**src/rtl/core/ght_ram.sv**
```systemverilog
module ght_ram #(
  parameter int WIDTH = 8,
  parameter int DEPTH = 16,
  localparam int AW = $clog2(DEPTH)
) (
  input  logic             clk,
  input  logic             we,
  input  logic [AW-1:0]    addr,
  input  logic [WIDTH-1:0] wdata,
  output logic [WIDTH-1:0] rdata
);

  logic [WIDTH-1:0] mem [DEPTH];

  always_ff @(posedge clk) begin
    if (we) begin
      mem[addr] <= wdata;
    end
    rdata <= mem[addr];
  end

endmodule

```
**config.mk**
```make
export PLATFORM = sky130hd
export DESIGN_NAME = ght_ram
export DESIGN_NICKNAME = d
export VERILOG_FILES = /design/src/rtl/core/ght_ram.sv
export SDC_FILE = /design/constraint.sdc
export NUM_CORES = 1
export LEC_CHECK = 0
export BUFFER_PORTS_ARGS = -buffer_cell sky130_fd_sc_hd__buf_2
export CELL_PAD_IN_SITES_DETAIL_PLACEMENT = 1
export CELL_PAD_IN_SITES_GLOBAL_PLACEMENT = 1
export CORE_AREA = 3 3 140 74
export CTS_CLUSTER_SIZE = 28
export DETAILED_ROUTE_END_ITERATION = 8
export DIE_AREA = 0 0 143 77
export PLACE_DENSITY_LB_ADDON = 0.1
export SYNTH_ARGS = -nofsm -noshare
export SYNTH_HDL_FRONTEND = slang
export SYNTH_SLANG_ARGS = --single-unit
```
**constraint.sdc**
```tcl
create_clock -name clk -period 2.3 [get_ports clk]
set_input_delay 0.115 -clock clk [delete_from_list [all_inputs] [get_ports clk]]
set_output_delay 0.115 -clock clk [all_outputs]
set_load 0.03 [all_outputs]
```
After elaboration in Yosys (flattened, before gate mapping)
Memory sizes are Yosys's and may differ from the RTL's. A register that Yosys moved wholly into a read port is not among the register bits.
Cells that the tools add are included.
{ "op_classes": {"n_mux": 2} }
{ "op_table": {"columns": ["cell", "n"], "rows": [
  ["1-bit 2-to-1 mux", 2]
]} }
{ "word_totals": {"mem_bits_rw": 128, "inputBits": 14, "reg_bits": 0, "n_memories": 1} }
{ "memory_table": {"columns": ["name", "words", "width", "read_ports", "rd_clocked_by_memory_dff", "wr", "line_no", "text"], "rows": [
  ["mem", 16, 8, 1, 1, 1, "13", "logic [WIDTH-1:0] mem [DEPTH];"]
]} }

Logic depth before layout (Yosys ltp)
{ "logic_depth": {"ltp_word": 2, "mapped_depth": 5, "mapped_depth_nobuf": 3} }

Least setup slack after synthesis
No wires, ideal clock.
{ "synth_path": {"path_kind": "input port to flip-flop", "from": "input addr[2]", "to": "memory mem[0][0], enable pin", "setup_slack_ns": 0.692, "path_stages": 2, "n_path_buf": 0, "arrival_ns": 1.225, "setup_time_ns": 0.383, "path_cell_list": "or3b_2 -> nor3_1"} }
{ "synth_rtl": {"columns": ["item", "line_no", "text"], "rows": [
  ["start, declared", "8", "input logic [AW-1:0] addr,"],
  ["end, declared", "13", null]
]} }
No word-level cell before the write port.

==> metrics.md <==
| Metric | Value |
|---|---|
| Status | complete, no violations |
| Io pins | 22 |
| Final std cells w/o fill | approximately 410 |
| # port buffers | 21 |
| Clock Path Buffers | 2 |
| Seq/Total Area, Yosys | about four fifths |
| CP arrival | around 1700 ps |
| DRC violation count after routing | 0 |
| Final setup fails | 0 |
| Syn Std Cell Area | between 0.005 and 0.006 sq mm |
| Clock power frac | between 40% and 50% |
| Largest net degree at the start of global routing | 40 |
| Placement-stage worst setup slack | 611.5 ps |
| CP Data Required Time | roughly 2600 ps |
| Worst-Skew Late Latency | ~410 ps |
| Startpoint Class | register |
| Core area | 0.009290 sq mm |
| Unrepaired setup endpoints after global routing | false |
| Most frequent cells in the layout | 128 x edfxtp_1, 32 x mux4_2, 21 x buf_2, 18 x buf_4, 17 x clkbuf_16 |
| First-pass DRT Iterations | 4 |
| Switching power total | roughly 0.0012 W |
| # H-tree levels | 4 |
| Wire per inst | 26.90 um |
| Leak | roughly 2.0 nW |
| Fraction of layout cells with a size suffix above 1 | a little over a third |
| Number of global-route vias before repair | 2,689 |
| Die W | around 140 um |
| Combinational group share of total power | approximately 5.2% |
| Peak VDD IR | about 560 uV |
| Syn avg cell area | between 20 and 25 sq um |
| Cell count after synthesis | 230 |
| Die H | ~77 um |
| Post-DR vias/cell | roughly 6 |
| Synth top area cells | edfxtp_1 76%, mux4_2 14%, dfxtp_1 3.2% |
| Grt total ovfl | 0 |
| Yosys Warn Count | 0 |
| Die ar. | between 0.01 and 0.015 sq mm |
| Total track usage | 22.43% |
| CTS Sinks | around 140 |
| Commonest non-fill, non-tap cell in the layout | edfxtp_1 |
| # nets final | 293 |
| Placer Congestion | between 0.7 and 0.8 |
| Hold Crit Class | in2reg |
| Num CTS Buffers | 17 |
| Worst slew pin tran | 926.3 ps |
| Pins Over Slew Limit | 0 |
| MaxCap Viol Count | 0 |
| P per Cell Area | around 950 mW/mm^2 |
| Crit Path Class | reg2reg |
| Post-synth ARST share | 0% |
| CP Max Fanout | 1 |
| Top cell type's share of synthesized area | 75.85% |
| Flop pwr share | about half |
| Final ANT Viol Nets | 0 |
| Post-cts sizing count | 0 |
| Root Driver | clkbuf_16 |
| Starting DRC count in detailed routing | roughly 230 |
| Top_reg_cell synth | edfxtp_1 |
| Final WL | about 11,000 um |
| Setup ws final | slightly above 800 ps |
| Final worst-path cycle share | 63.90% |
| Initial antenna violation count | 0 |
| Placed Instances | around 380 |
| Hold-fix buffers at CTS | 0 |
| DP HPWL | between 6000 and 7000 um |
| Fmax | between 600 and 700 MHz |
| Setup Buffers After CTS | 0 |
| Rows | 25 |
| First-pass GRT wire length | 17,190 um |
| Critical Path Sink Type | register |
| Netlist cell types | 18 |
| Routed via count | approximately 2,400 |
| CTS tree | built |
| EDFF count, synth | roughly 130 |
| Worst r2r path cells | 3 |
| Placed cell areas | between 0.005 and 0.006 sq mm |
| Worst hold stages | 1 |
| Final critical path time including I/O delays and setup | between 1000 and 1500 ps |
| Hold Vio Cnt, Final | 0 |
| Starting Density | a little over half |
| Worst Skew | around 8.9 ps |
| Area growth from synthesis to layout | 18.77% |
| Diodes inserted | 0 |
| Area leader, netlist | edfxtp_1 |
| Seq cells post-synth | around 140 |
| Clock Pin Slew Worst Setup and Hold Paths | about 60 ps |
| Cell area after layout | 0.006018 sq mm |
| Internal power | 0.004475 W |
| Post-Syn Nets | 244 |
| Sw frac | 21.67% |
| Worst relative slew slack | between 30% and 40% |
| Post-route setup TNS | 0 ps |
## final timing paths
path	from	end	slack (ps)
setup / recovery	mem[11][4]	rdata[4]	830
setup reg to reg	mem[11][4]	rdata[4]	830
hold / removal	wdata[4]	mem[2][4]	100
hold reg to reg	mem[12][5]	rdata[5]	670
## per-stage QoR
stage	total power (W)	utilization, %	hold slack [ps]
global placement	0.003130	58.55	511.9
finish	0.005713	64.78	104.3
floorplan	0.003010	-	213.9
global route	0.005914	64.78	106.7
detailed placement	0.003145	58.55	517.8
CTS	0.005764	64.78	78.32
## Yosys cell counts, types with 2 or more instances
cell type	number
buf_2	2
clkbuf_1	2
nand2b_1	2
nand3b_1	2
dfxtp_1	8
nor2b_1	2
a22oi_1	16
buf_6	2
nand2_1	9
edfxtp_1	128
mux4_2	32
nor2_1	13
nor3_1	4
buf_1	4
## power groups by stage
stage               Sequential, W  Clock, W  Combinational, W
floorplan                 0.00287         0          0.000143
global placement          0.00284         0          0.000291
detailed placement        0.00284         0          0.000301
CTS                       0.00279   0.00267          0.000302
global route              0.00280   0.00280          0.000323
finish                    0.00279   0.00262          0.000298
## sequential cells by signal, summed over array words and instances, names as in the netlist
name	flops
rdata	8
mem	128
## cell type report
cell class / count / area, sq um
fillers: 754 / 3272
multi-input cells: 83 / 1003
well taps: 121 / 151.4
clock inverters: 15 / 153.9
clock buffers: 17 / 425.4
flip-flops and latches: 136 / 4004
repair buffers: 41 / 280.3
## kinds of logic (layout without fill, tap and decap cells)
family / count (synthesis) / count (layout) / synth area share (%)
buf+inv: 11 / 73 / 1.185
flops: 136 / 136 / 79.01
mux: 32 / 32 / 14.22
compound gates: 16 / 16 / 2.370
simple gates: 35 / 35 / 3.210
## critical path, cell delays in order, from the launching register on
cell	delay, ps
edfxtp_1	390
mux4_2	490
a22oi_1	310
nand2_1	150
## routing by layer
metal	vias to the layer above	global-route usage, %	wire, um
li1	1064	-	-
met3	6	5.732	1024
met1	1275	32.84	4682
met4	0	7.400	87
met2	83	33.47	5313
met5	-	0	0
Note: power is estimated with default switching activity, not from simulation.
